### src/pacf_pkg.sv
`timescale 1ns / 1ps
// ----------------------------------------------------------------------------
// pacf_pkg: shared types and constants for the command framer
// Command descriptor passed from the front end to the byte sequencer.
// ----------------------------------------------------------------------------
package pacf_pkg;

	localparam logic [1:0] KIND_READ  = 2'd0;
	localparam logic [1:0] KIND_WHDR  = 2'd1;
	localparam logic [1:0] KIND_WDATA = 2'd2;

	localparam logic [1:0] AREA_X   = 2'd0;
	localparam logic [1:0] AREA_Y   = 2'd1;
	localparam logic [1:0] AREA_D   = 2'd2;
	localparam logic [1:0] AREA_INV = 2'd3;

	localparam logic [7:0]  STX_BYTE    = 8'h02;
	localparam logic [7:0]  ETX_BYTE    = 8'h03;
	localparam logic [7:0]  CHR_ZERO    = 8'h30;
	localparam logic [7:0]  CHR_ONE     = 8'h31;
	localparam logic [15:0] OFFS_X      = 16'h0080;
	localparam logic [15:0] OFFS_Y      = 16'h00A0;
	localparam logic [15:0] OFFS_D      = 16'h1000;
	localparam logic [8:0]  ADDR_MAX    = 9'h0FF;
	localparam logic [7:0]  RECIP_TEN   = 8'd205; // 2^11 / 10, rounded up
	localparam int          QUEUE_DEPTH = 2;

	typedef enum logic [1:0] {
		OP_REJECT,
		OP_HEADER,
		OP_DATA
	} op_t;

	// Byte position within the frame; data and tail positions follow the header.
	typedef enum logic [3:0] {
		STEP_STX   = 4'd0,
		STEP_CMD   = 4'd1,
		STEP_ADDR3 = 4'd2,
		STEP_ADDR2 = 4'd3,
		STEP_ADDR1 = 4'd4,
		STEP_ADDR0 = 4'd5,
		STEP_TENS  = 4'd6,
		STEP_ONES  = 4'd7,
		STEP_D0    = 4'd8,
		STEP_D1    = 4'd9,
		STEP_D2    = 4'd10,
		STEP_D3    = 4'd11,
		STEP_ETX   = 4'd12,
		STEP_SUMH  = 4'd13,
		STEP_SUML  = 4'd14,
		STEP_REJ   = 4'd15
	} step_t;

	typedef struct packed {
		op_t         op;
		logic        is_write;
		logic        tail;     // frame closes with ETX and checksum
		logic [15:0] payload;  // element address or data word
		logic [3:0]  tens;
		logic [3:0]  ones;
	} desc_t;

	function automatic logic [7:0] hex_char(input logic [3:0] v);
		logic [7:0] r;
		if (v < 4'd10) begin
			r = 8'h30 + {4'h0, v};
		end else begin
			r = 8'h37 + {4'h0, v};
		end
		return r;
	endfunction

endpackage

### src/pacf_front.sv
`timescale 1ns / 1ps
// ----------------------------------------------------------------------------
// pacf_front: request checker and classifier
// Validates items, tracks the open write and builds command descriptors.
// ----------------------------------------------------------------------------
module pacf_front import pacf_pkg::*; #(
	parameter int MAX_WORDS = 32
) (
	input  logic        clk,
	input  logic        arst_n,
	input  logic        in_valid,
	output logic        in_ready,
	input  logic [1:0]  kind,
	input  logic [1:0]  area,
	input  logic [8:0]  address,
	input  logic [5:0]  word_count,
	input  logic [15:0] data_word,
	input  logic        q_full,
	output logic        q_push,
	output desc_t       q_desc
);

	localparam logic [5:0] MaxCnt = 6'(MAX_WORDS);

	logic        write_open_q;
	logic [5:0]  words_left_q;
	logic [5:0]  words_dec;
	logic        bad_req;
	logic [15:0] elem_addr;
	logic [6:0]  byte_cnt;
	logic [14:0] tens_prod;
	logic [3:0]  tens;
	logic [6:0]  ones_full;

	assign in_ready  = !q_full;
	assign q_push    = in_valid && !q_full;
	assign words_dec = words_left_q - 6'd1;
	assign bad_req   = write_open_q || (area == AREA_INV) || (address > ADDR_MAX)
		|| (word_count > MaxCnt);

	always_comb begin
		unique case (area)
			AREA_X:  elem_addr = {7'd0, address} + OFFS_X;
			AREA_Y:  elem_addr = {7'd0, address} + OFFS_Y;
			default: elem_addr = {6'd0, address, 1'b0} + OFFS_D;
		endcase
	end

	// byte count split into decimal digits by reciprocal multiply
	assign byte_cnt  = {word_count, 1'b0};
	assign tens_prod = 15'(byte_cnt) * 15'(RECIP_TEN);
	assign tens      = tens_prod[14:11];
	assign ones_full = byte_cnt - (7'(tens) * 7'd10);

	always_comb begin
		q_desc          = '0;
		q_desc.op       = OP_REJECT;
		q_desc.is_write = (kind == KIND_WHDR);
		priority if (kind == KIND_WDATA) begin
			if (write_open_q) begin
				q_desc.op      = OP_DATA;
				q_desc.payload = data_word;
				q_desc.tail    = (words_dec == 6'd0);
			end
		end else if (kind == KIND_READ || kind == KIND_WHDR) begin
			if (!bad_req) begin
				q_desc.op      = OP_HEADER;
				q_desc.payload = elem_addr;
				q_desc.tens    = tens;
				q_desc.ones    = ones_full[3:0];
				q_desc.tail    = (kind == KIND_READ) || (word_count == 6'd0);
			end
		end else begin
			q_desc.op = OP_REJECT;
		end
	end

	always_ff @(posedge clk or negedge arst_n) begin
		if (!arst_n) begin
			write_open_q <= 1'b0;
			words_left_q <= '0;
		end else if (q_push) begin
			if (q_desc.op == OP_DATA) begin
				words_left_q <= words_dec;
				write_open_q <= !q_desc.tail;
			end else if (q_desc.op == OP_HEADER && !q_desc.tail) begin
				words_left_q <= word_count;
				write_open_q <= 1'b1;
			end
		end
	end

endmodule

### src/pacf_queue.sv
`timescale 1ns / 1ps
// ----------------------------------------------------------------------------
// pacf_queue: descriptor queue
// Small register FIFO between the front end and the byte sequencer.
// ----------------------------------------------------------------------------
module pacf_queue import pacf_pkg::*; (
	input  logic  clk,
	input  logic  arst_n,
	input  logic  push,
	input  desc_t push_desc,
	output logic  full,
	input  logic  pop,
	output logic  valid,
	output desc_t head
);

	localparam int PtrW = $clog2(QUEUE_DEPTH);
	localparam int CntW = $clog2(QUEUE_DEPTH + 1);

	desc_t            entry_q [QUEUE_DEPTH];
	logic [PtrW-1:0]  wr_ptr_q;
	logic [PtrW-1:0]  rd_ptr_q;
	logic [CntW-1:0]  count_q;

	assign full  = (count_q == CntW'(QUEUE_DEPTH));
	assign valid = (count_q != '0);
	assign head  = entry_q[rd_ptr_q];

	always_ff @(posedge clk) begin
		if (push) begin
			entry_q[wr_ptr_q] <= push_desc;
		end
	end

	always_ff @(posedge clk or negedge arst_n) begin
		if (!arst_n) begin
			wr_ptr_q <= '0;
			rd_ptr_q <= '0;
			count_q  <= '0;
		end else begin
			if (push) begin
				wr_ptr_q <= (wr_ptr_q == PtrW'(QUEUE_DEPTH - 1)) ? '0 : wr_ptr_q + 1'b1;
			end
			if (pop) begin
				rd_ptr_q <= (rd_ptr_q == PtrW'(QUEUE_DEPTH - 1)) ? '0 : rd_ptr_q + 1'b1;
			end
			unique case ({push, pop})
				2'b10:   count_q <= count_q + 1'b1;
				2'b01:   count_q <= count_q - 1'b1;
				default: count_q <= count_q;
			endcase
		end
	end

endmodule

### src/pacf_back.sv
`timescale 1ns / 1ps
// ----------------------------------------------------------------------------
// pacf_back: byte sequencer
// Walks one descriptor a byte per cycle while the output accepts, keeps the checksum, drives output.
// ----------------------------------------------------------------------------
module pacf_back import pacf_pkg::*; (
	input  logic       clk,
	input  logic       arst_n,
	input  logic       q_valid,
	input  desc_t      q_head,
	output logic       q_pop,
	output logic       out_valid,
	input  logic       out_ready,
	output logic [7:0] out_byte,
	output logic       last_byte,
	output logic       error
);

	step_t      step_q;
	logic       started_q;
	logic [7:0] sum_q;
	logic       out_valid_q;
	logic [7:0] out_byte_q;
	logic       last_q;
	logic       error_q;

	step_t      cur_step;
	step_t      next_step;
	logic       emit;
	logic [7:0] byte_c;
	logic       last_c;
	logic       summed;

	assign emit      = q_valid && (!out_valid_q || out_ready);
	assign q_pop     = emit && last_c;
	assign out_valid = out_valid_q;
	assign out_byte  = out_byte_q;
	assign last_byte = last_q;
	assign error     = error_q;

	always_comb begin
		if (started_q) begin
			cur_step = step_q;
		end else begin
			unique case (q_head.op)
				OP_HEADER: cur_step = STEP_STX;
				OP_DATA:   cur_step = STEP_D0;
				default:   cur_step = STEP_REJ;
			endcase
		end
	end

	always_comb begin
		byte_c    = 8'h00;
		last_c    = 1'b0;
		summed    = 1'b1;
		next_step = step_t'(cur_step + 4'd1);
		unique case (cur_step)
			STEP_STX:   begin byte_c = STX_BYTE; summed = 1'b0; end
			STEP_CMD:   byte_c = q_head.is_write ? CHR_ONE : CHR_ZERO;
			STEP_ADDR3: byte_c = hex_char(q_head.payload[15:12]);
			STEP_ADDR2: byte_c = hex_char(q_head.payload[11:8]);
			STEP_ADDR1: byte_c = hex_char(q_head.payload[7:4]);
			STEP_ADDR0: byte_c = hex_char(q_head.payload[3:0]);
			STEP_TENS:  byte_c = hex_char(q_head.tens);
			STEP_ONES: begin
				byte_c    = hex_char(q_head.ones);
				last_c    = !q_head.tail;
				next_step = STEP_ETX;
			end
			STEP_D0:    byte_c = hex_char(q_head.payload[7:4]);
			STEP_D1:    byte_c = hex_char(q_head.payload[3:0]);
			STEP_D2:    byte_c = hex_char(q_head.payload[15:12]);
			STEP_D3: begin
				byte_c    = hex_char(q_head.payload[11:8]);
				last_c    = !q_head.tail;
				next_step = STEP_ETX;
			end
			STEP_ETX:   byte_c = ETX_BYTE;
			STEP_SUMH:  begin byte_c = hex_char(sum_q[7:4]); summed = 1'b0; end
			STEP_SUML: begin
				byte_c = hex_char(sum_q[3:0]);
				summed = 1'b0;
				last_c = 1'b1;
			end
			default: begin
				byte_c = 8'h00;
				summed = 1'b0;
				last_c = 1'b1;
			end
		endcase
	end

	always_ff @(posedge clk or negedge arst_n) begin
		if (!arst_n) begin
			step_q      <= STEP_STX;
			started_q   <= 1'b0;
			sum_q       <= '0;
			out_valid_q <= 1'b0;
		end else begin
			if (emit) begin
				out_valid_q <= 1'b1;
				started_q   <= !last_c;
				step_q      <= next_step;
				if (cur_step == STEP_STX) begin
					sum_q <= '0;
				end else if (summed) begin
					sum_q <= sum_q + byte_c;
				end
			end else if (out_ready) begin
				out_valid_q <= 1'b0;
			end
		end
	end

	always_ff @(posedge clk) begin
		if (emit) begin
			out_byte_q <= byte_c;
			last_q     <= last_c;
			error_q    <= (cur_step == STEP_REJ);
		end
	end

endmodule

### src/plc_ascii_command_framer_top.sv
`timescale 1ns / 1ps
// ----------------------------------------------------------------------------
// plc_ascii_command_framer_top: controller command frame builder
// ASCII hex frames (STX, command, address, count, data, ETX, sum checksum).
// ----------------------------------------------------------------------------
// Channel  Dir  Beat contents
// s_*      in   tuser = kind; tdata = area, address, word_count, data_word
// m_*      out  tdata = out_byte; tlast = last_byte; tuser = error
//
// One output byte per clock while m_tready accepts, a pace set by the output
// register; a read frame is 11 bytes, a write header 8 (11 for an empty
// write), a data word 4 (7 with the closing tail), a rejected beat 1.
// Input beats are taken whenever the two-entry descriptor queue has room,
// so intake runs ahead of the sequencer; either side may stall freely.
// Reset (arst_n low) empties the queue, closes any open write and clears
// the checksum; nothing needs clearing after release.
// ----------------------------------------------------------------------------
module plc_ascii_command_framer_top import pacf_pkg::*; #(
	parameter int MAX_WORDS = 32
) (
	input  logic        clk,
	input  logic        arst_n,
	input  logic        s_tvalid,
	output logic        s_tready,
	// [1:0] area, [10:2] address, [16:11] word_count, [32:17] data_word, rest 0
	input  logic [39:0] s_tdata,
	// [1:0] kind
	input  logic [1:0]  s_tuser,
	output logic        m_tvalid,
	input  logic        m_tready,
	// [7:0] out_byte
	output logic [7:0]  m_tdata,
	output logic        m_tlast,
	// [0] error
	output logic        m_tuser
);

	logic  q_full;
	logic  q_push;
	logic  q_pop;
	logic  q_valid;
	desc_t q_desc;
	desc_t q_head;

	// Front end: checks requests, tracks the open write, computes the
	// element address and the decimal byte count digits.
	pacf_front #(
		.MAX_WORDS(MAX_WORDS)
	) u_front (
		.clk       (clk),
		.arst_n    (arst_n),
		.in_valid  (s_tvalid),
		.in_ready  (s_tready),
		.kind      (s_tuser),
		.area      (s_tdata[1:0]),
		.address   (s_tdata[10:2]),
		.word_count(s_tdata[16:11]),
		.data_word (s_tdata[32:17]),
		.q_full    (q_full),
		.q_push    (q_push),
		.q_desc    (q_desc)
	);

	// Descriptor queue decouples intake from byte output.
	pacf_queue u_queue (
		.clk      (clk),
		.arst_n   (arst_n),
		.push     (q_push),
		.push_desc(q_desc),
		.full     (q_full),
		.pop      (q_pop),
		.valid    (q_valid),
		.head     (q_head)
	);

	// Back end: emits the frame bytes and owns the running checksum.
	pacf_back u_back (
		.clk      (clk),
		.arst_n   (arst_n),
		.q_valid  (q_valid),
		.q_head   (q_head),
		.q_pop    (q_pop),
		.out_valid(m_tvalid),
		.out_ready(m_tready),
		.out_byte (m_tdata),
		.last_byte(m_tlast),
		.error    (m_tuser)
	);

`ifndef SYNTHESIS
	a_no_overflow: assert property (@(posedge clk) disable iff (!arst_n)
		q_push |-> !q_full)
		else $error("descriptor pushed into full queue");

	a_no_underflow: assert property (@(posedge clk) disable iff (!arst_n)
		q_pop |-> q_valid)
		else $error("descriptor popped from empty queue");

	a_error_beat: assert property (@(posedge clk) disable iff (!arst_n)
		(m_tvalid && m_tuser) |-> (m_tlast && m_tdata == 8'h00))
		else $error("error beat must be a single zero byte");

	a_pop_is_last: assert property (@(posedge clk) disable iff (!arst_n)
		q_pop |=> (m_tvalid && m_tlast))
		else $error("descriptor retired without a last beat");
`endif

endmodule
### config.mk
export PLATFORM = sky130hd
export DESIGN_NAME = plc_ascii_command_framer_top
export DESIGN_NICKNAME = d
export VERILOG_FILES = /design/src/pacf_pkg.sv /design/src/pacf_front.sv /design/src/pacf_queue.sv /design/src/pacf_back.sv /design/src/plc_ascii_command_framer_top.sv
export SDC_FILE = /design/constraint.sdc
export NUM_CORES = 1
export LEC_CHECK = 0
export BUFFER_PORTS_ARGS = -buffer_cell sky130_fd_sc_hd__buf_2
export CORE_ASPECT_RATIO = 1.4
export CORE_UTILIZATION = 50
export CTS_CLUSTER_SIZE = 10
export DETAILED_ROUTE_END_ITERATION = 10
export PLACE_DENSITY = 0.69
export SLEW_MARGIN = 20
export SYNTH_ARGS = -nofsm -noshare
export SYNTH_HDL_FRONTEND = slang
export SYNTH_SLANG_ARGS = --single-unit
### constraint.sdc
create_clock -name clk -period 5.9 [get_ports clk]
set_input_delay 0.885 -clock clk [delete_from_list [all_inputs] [get_ports clk]]
set_output_delay 0.885 -clock clk [all_outputs]
set_load 0.01 [all_outputs]
Word-level counts from Yosys, hierarchy flattened
Memories as Yosys holds them, arrays and structs flattened.
Index checks and enable logic that the tools add are counted.
W data, S select, Z words.
{ "classes": {"n_addsub": 27, "n_mul": 2, "div_mod_pow": 0, "magnitude_cmp": 10, "n_eq_ne": 26, "n_shift": 0, "muxes": 38, "bitwise": 0, "reduce_logical": 34} }
{ "ops": {"columns": ["operator", "count"], "rows": [
  ["$add A6 B4 Y7 const A", 16],
  ["$mux W8", 11],
  ["$pmux W8 S11", 1],
  ["$mux W25", 2],
  ["$mux W17", 2],
  ["$eq A4 B4 Y1 const B", 8],
  ["$lt A4 B4 Y1 const B", 8],
  ["$pmux W16 S2", 1],
  ["$reduce_or A12 Y1", 2],
  ["$add A9 B8 Y10 const B", 2],
  ["$eq A4 B3 Y1 const B", 4],
  ["$add A10 B13 Y14 const B", 1],
  ["$mul A6 B8 Y14 const B", 1],
  ["$eq A2 B2 Y1 const B", 6],
  ["$logic_not A6 Y1", 2],
  ["$mux W6", 2],
  ["$mux W1", 11],
  ["$eq A2 B1 Y1 const B", 5],
  ["$reduce_bool A2 Y1", 5],
  ["$reduce_or A2 Y1", 5],
  ["$gt A9 B8 Y1 const B", 1],
  ["$add A8 B8 Y8", 1],
  ["$eq A4 B2 Y1 const B", 2],
  ["$mux W4", 2],
  ["19 further kinds", 36]
]} }
{ "totals": {"regBits": 35, "latchBits": 0, "ramBits": 56, "romBits": 0, "input_bits": 46, "output_inout_bits": 12, "word_cells": 150, "n_memories": 1} }
{ "memory_table": {"columns": ["memory", "depth", "width", "read_ports", "rd_clocked_by_memory_dff", "wr", "line", "text"], "rows": [
  ["u_queue.entry_q", 2, 28, 1, 0, 1, "pacf_queue.sv:20", "desc_t entry_q [QUEUE_DEPTH];"]
]} }

Longest topological paths before layout
{ "depth": {"depth_word": 11, "mapped_depth": 23, "mapped_depth_nobuf": 19} }

Hierarchy
From an unflattened synthesis, not the netlist that was laid out.
{ "unflattened": {"hier_cells": 618, "hier_area_um2": 6418.7} }
{ "modules_own_cells": {"columns": ["module", "instances", "cells_each", "area_per_inst_um2", "seq_area_each_um2"], "rows": [
  ["pacf_back", 1, 305, 2437.3, 620.6],
  ["pacf_queue", 1, 103, 2254.7, 1781.7],
  ["pacf_front", 1, 210, 1726.7, 175.2]
]} }

Least setup slack after synthesis
Ideal clock, no wire load.
{ "synth_path": {"kind": "input to register", "start": "input port s_tdata[15]", "end": "memory u_queue.entry_q[0][3] (netlist bit) (data pin)", "setup_time_ns": 0.169, "arrival_ns": 4.864, "required_ns": 5.731, "setup_slack_ns": 0.868, "stages": 18, "path_buffers": 0, "cell_sequence": "inv_1 -> ha_1 -> fa_1 -> ha_1 -> ha_1 -> nand4_1 -> o21ai_0 -> o21ai_0 -> a21oi_1 -> nor2b_1 -> ha_1 -> fa_1 -> xnor2_1 -> nor3_1 -> a31oi_1 -> nand4_1 -> a2111o_1 -> o21ai_0"} }
{ "synth_lines": {"columns": ["item", "line", "text"], "rows": [
  ["from (decl)", "plc_ascii_command_framer_top.sv:26", "input logic [39:0] s_tdata,"],
  ["to (decl)", "pacf_queue.sv:20", null]
]} }

==> run_results.csv <==
group,metric,value,unit
worst_setup_path,cp-startpoint,"s_tdata[15]",
drt,final_antenna_net_count,0,
pwr,p_leak,0.00293,uW
layout,final_area,6890,um2
placed_design,dpl_cell_area,6580,um2
synth,synth-edff-count,63,
die,coreArea,12000,um2
sta,fin_setup_tns,0,ns
sta,fin_crit,5.49,ns
global_route,grtUsageMet2,40.5,%
status,status,"finished clean",
synth,synth_nets,739,
synth,synth_seq_cells,88,
drt,wire_per_inst,16.6,um
placed_design,hpwl,10700,um
cts,path_clk_slew,0.06,ns
sta,worst_slack,0.407,ns
sta,rsz0062_at_grt,"no",
layout,antenna_cells,0,
drt,drt_wl_total,13700,um
global_route,grt_pass1_wl,22500,um
sta,slew-limit-headroom,49.5,%
synth,ys_seq_area_share,40.3,%
cts,cts.sinks,88,
run,drv_cap,0,
worst_setup_path,critPathMaxFanout,8,
cts,clk_latency,0.34,ns
cts,cts_root_buf,"clkbuf_16",
sta,slew_violations,0,
drt,drc,0,
sta,setup_viol,0,
worst_setup_path,crit_type,"in -> reg",
worst_hold_path,hold_path_depth,2,
worst_setup_path,r2r-start,"u_queue.rd_ptr_q",
layout,nets,784,
worst_setup_path,critPathCaptureType,"flop",
global_route,grt_use_met3,2.89,%
cts,tritoncts,"done",
worst_setup_path,required,6.07,ns
global_route,grt_pass1_vias,4787,
global_route,grt-busiest-layer,"met2",
drt,vias,4845,
die,rows,47,
cts,clk_path_buf_depth,2,
die,fp.dieH,134,um
layout,drive_gt1_share,14.1,%
sta,tightest_slew,0.752,ns
synth,synth_area,6250,um2
die,pin_count,58,
drt,avgViaCountPerCell,5.87,
die,initial_core_util,52.1,%
cts,postCtsSetupRepairBufs,0,
worst_setup_path,reg2regPathDepth,18,
pwr,peakVddDrop,191,uV
layout,fillerInstances,1073,
pwr,pwr_density_cell,581,nW/um2
cts,cts_hold_buffers,0,
cts,htree_levels,3,
placed_design,gp_congestion,0.904,
worst_hold_path,min-delay-start,"u_back.out_valid",
sta,max_freq,0.182,GHz
cts,post_cts_resized,0,
drt,drtPass1Iterations,4,
die,dieArea,13000,um2
worst_setup_path,arrival,5.66,ns
worst_hold_path,hold_class,"reg -> reg",
global_route,gr-usage-met1,25.1,%
layout,area_delta_synth_final,10.2,%
global_route,grt_antenna_before_repair,0,
global_route,track_usage,22.8,%
layout,instances_no_fill,826,
synth,ys_types,71,
drt,drtIter0Drc,179,
sta,post-route-period-util,93.1,%
placed_design,dp_cells,810,
placed_design,io_buffers,49,
worst_setup_path,cp-start-kind,"input pin",
global_route,grt_overflow,0,
synth,ys_async_sr_fraction,28.4,%
synth,synthFlopType,"edfxtp_1",
die,die_w,96.5,um
placed_design,place_ws,0.153,ns
synth,avgSynthCellArea,9.93,um2
sta,whs,0.516,ns
cts,numCtsBuffers,9,
sta,hold_violations,0,
synth,synthCells,629,
sta,skew,0.00761,ns
synth,yosys_warnings,0,
global_route,grt_max_degree,39,
==> per-stage QoR <==
stage	power (uW)	util, %
after global placement	3320	54.9
after floorplan	2880	-
after global routing	4350	57.4
final	4000	57.4
after detailed placement	3420	54.9
after CTS	4010	57.4
==> metal layers <==
layer,share of wire (%),vias up,wire (um)
met5,0,-,0
met1,40,2318,5530
met3,2.2,48,305
li1,-,2384,-
met2,52,95,7140
met4,5.1,0,701
==> final timing paths <==
kind | to | slack (ns)
max in group asynchronous | u_queue.rd_ptr_q | 4.91
worst min register to register | u_back.out_valid | 0.52
min in group asynchronous | u_back.sum_q[1] | 0.55
worst max-delay path | u_queue.entry_q[0][3] | 0.41
worst min-delay path | u_back.out_valid | 0.52
worst max register to register | u_back.sum_q[6] | 1.11
==> synthesized netlist by cell type, types with 3 or more instances <==
| library cell | count | area [um2] |
|---|---|---|
| mux2_2 | 6 | 67.6 |
| mux2i_2 | 4 | 55.1 |
| o21ai_1 | 3 | 15.0 |
| clkbuf_1 | 9 | 33.8 |
| and2_1 | 10 | 62.6 |
| o21a_1 | 3 | 22.5 |
| nand2_1 | 68 | 255 |
| inv_1 | 45 | 169 |
| and3_1 | 3 | 18.8 |
| mux2_4 | 3 | 45.0 |
| a211oi_1 | 6 | 45.0 |
| a21o_1 | 4 | 30.0 |
| o21ai_0 | 45 | 225 |
| a22o_1 | 3 | 26.3 |
| mux2i_1 | 25 | 250 |
| xnor2_1 | 17 | 149 |
| nand3_1 | 24 | 120 |
| nand2b_1 | 9 | 56.3 |
| xor2_1 | 10 | 87.6 |
| dfrtp_1 | 25 | 626 |
| buf_2 | 5 | 25.0 |
| a31oi_1 | 6 | 37.5 |
| nor3_1 | 14 | 70.1 |
| o22ai_1 | 7 | 43.8 |
| nor2_1 | 35 | 131 |
| a21oi_1 | 37 | 185 |
| edfxtp_1 | 63 | 1890 |
| o211ai_1 | 4 | 30.0 |
| nand4_1 | 9 | 56.3 |
| fa_1 | 8 | 160 |
| o32ai_1 | 4 | 35.0 |
| o31ai_1 | 7 | 52.6 |
| a21oi_2 | 3 | 26.3 |
| ha_1 | 56 | 701 |
==> report_power, final <==
group | switching [uW] | internal (uW)
sequential | 143 | 938
combinational | 1400 | 939
clock | 247 | 334
total | 1790 | 2210
==> state kept, by name, indices dropped and copies added (netlist names) <==
| signal | count |
|---|---|
| u_back.out_valid | 1 |
| u_queue.entry_q | 54 |
| u_back.last_byte | 1 |
| u_queue.count_q | 2 |
| u_front.words_left_q | 6 |
| u_back.out_byte | 7 |
| u_back.started_q | 1 |
| u_front.write_open_q | 1 |
| u_back.error | 1 |
| u_queue.wr_ptr_q | 1 |
| u_queue.rd_ptr_q | 1 |
| u_back.step_q | 4 |
| u_back.sum_q | 8 |
==> cells by family after synthesis <==
| logic type | after synthesis | share of synthesized area [%] |
|---|---|---|
| adders and majority gates | 64 | 13.8 |
| other | 1 | 0.0600 |
| AOI/OAI and AO/OA | 159 | 16.4 |
| muxes | 38 | 6.69 |
| and+or+nand+nor | 186 | 14.0 |
| DFF | 88 | 40.3 |
| xor gates and xnor gates | 27 | 3.78 |
| buffers and inverters | 66 | 4.95 |
==> layout make-up <==
class,count,area [um2],share of cell area [%]
multi-input combinational,475,3420,49.7
clock inverter,7,80.1,1.16
tap,147,184,2.67
timing repair buffer,54,283,4.11
inverter,46,173,2.51
clock buffer,9,225,3.27
sequential,88,2520,36.6
==> worst max-delay path, cell delays in order <==
cell and delay [ns]:
buf_2 0.14, inv_1 0.09, ha_1 0.37, fa_1 0.50, ha_1 0.32, ha_1 0.33
nand4_1 0.12, o21ai_0 0.34, o21ai_0 0.19, a21oi_1 0.23, nor2b_1 0.09, ha_1 0.19
fa_1 0.37, xnor2_1 0.53, nor3_1 0.12, a31oi_1 0.19, nand4_1 0.15, a2111o_1 0.40
o21ai_0 0.09
==> cells in the final DEF, fill, tap and decap left out, types with 4 or more instances in the layout <==
master	synthesis	layout
ha_1	56	56
a31oi_1	6	6
inv_1	45	45
o31ai_1	7	7
buf_4	2	5
edfxtp_1	63	63
xor2_1	10	10
o32ai_1	4	4
nor2_1	35	34
fa_1	8	8
a211oi_1	6	6
o211ai_1	4	4
a21o_1	4	4
nand2_1	68	68
clkbuf_16	0	9
dfrtp_1	25	24
o21ai_0	45	45
mux2i_2	4	4
nand3_1	24	24
a21oi_1	37	37
o22ai_1	7	7
mux2_2	6	6
mux2i_1	25	25
xnor2_1	17	17
and2_1	10	10
nand2b_1	9	9
nor3_1	14	14
buf_2	5	49
nand4_1	9	9
Note: power is estimated with default switching activity, not from simulation.
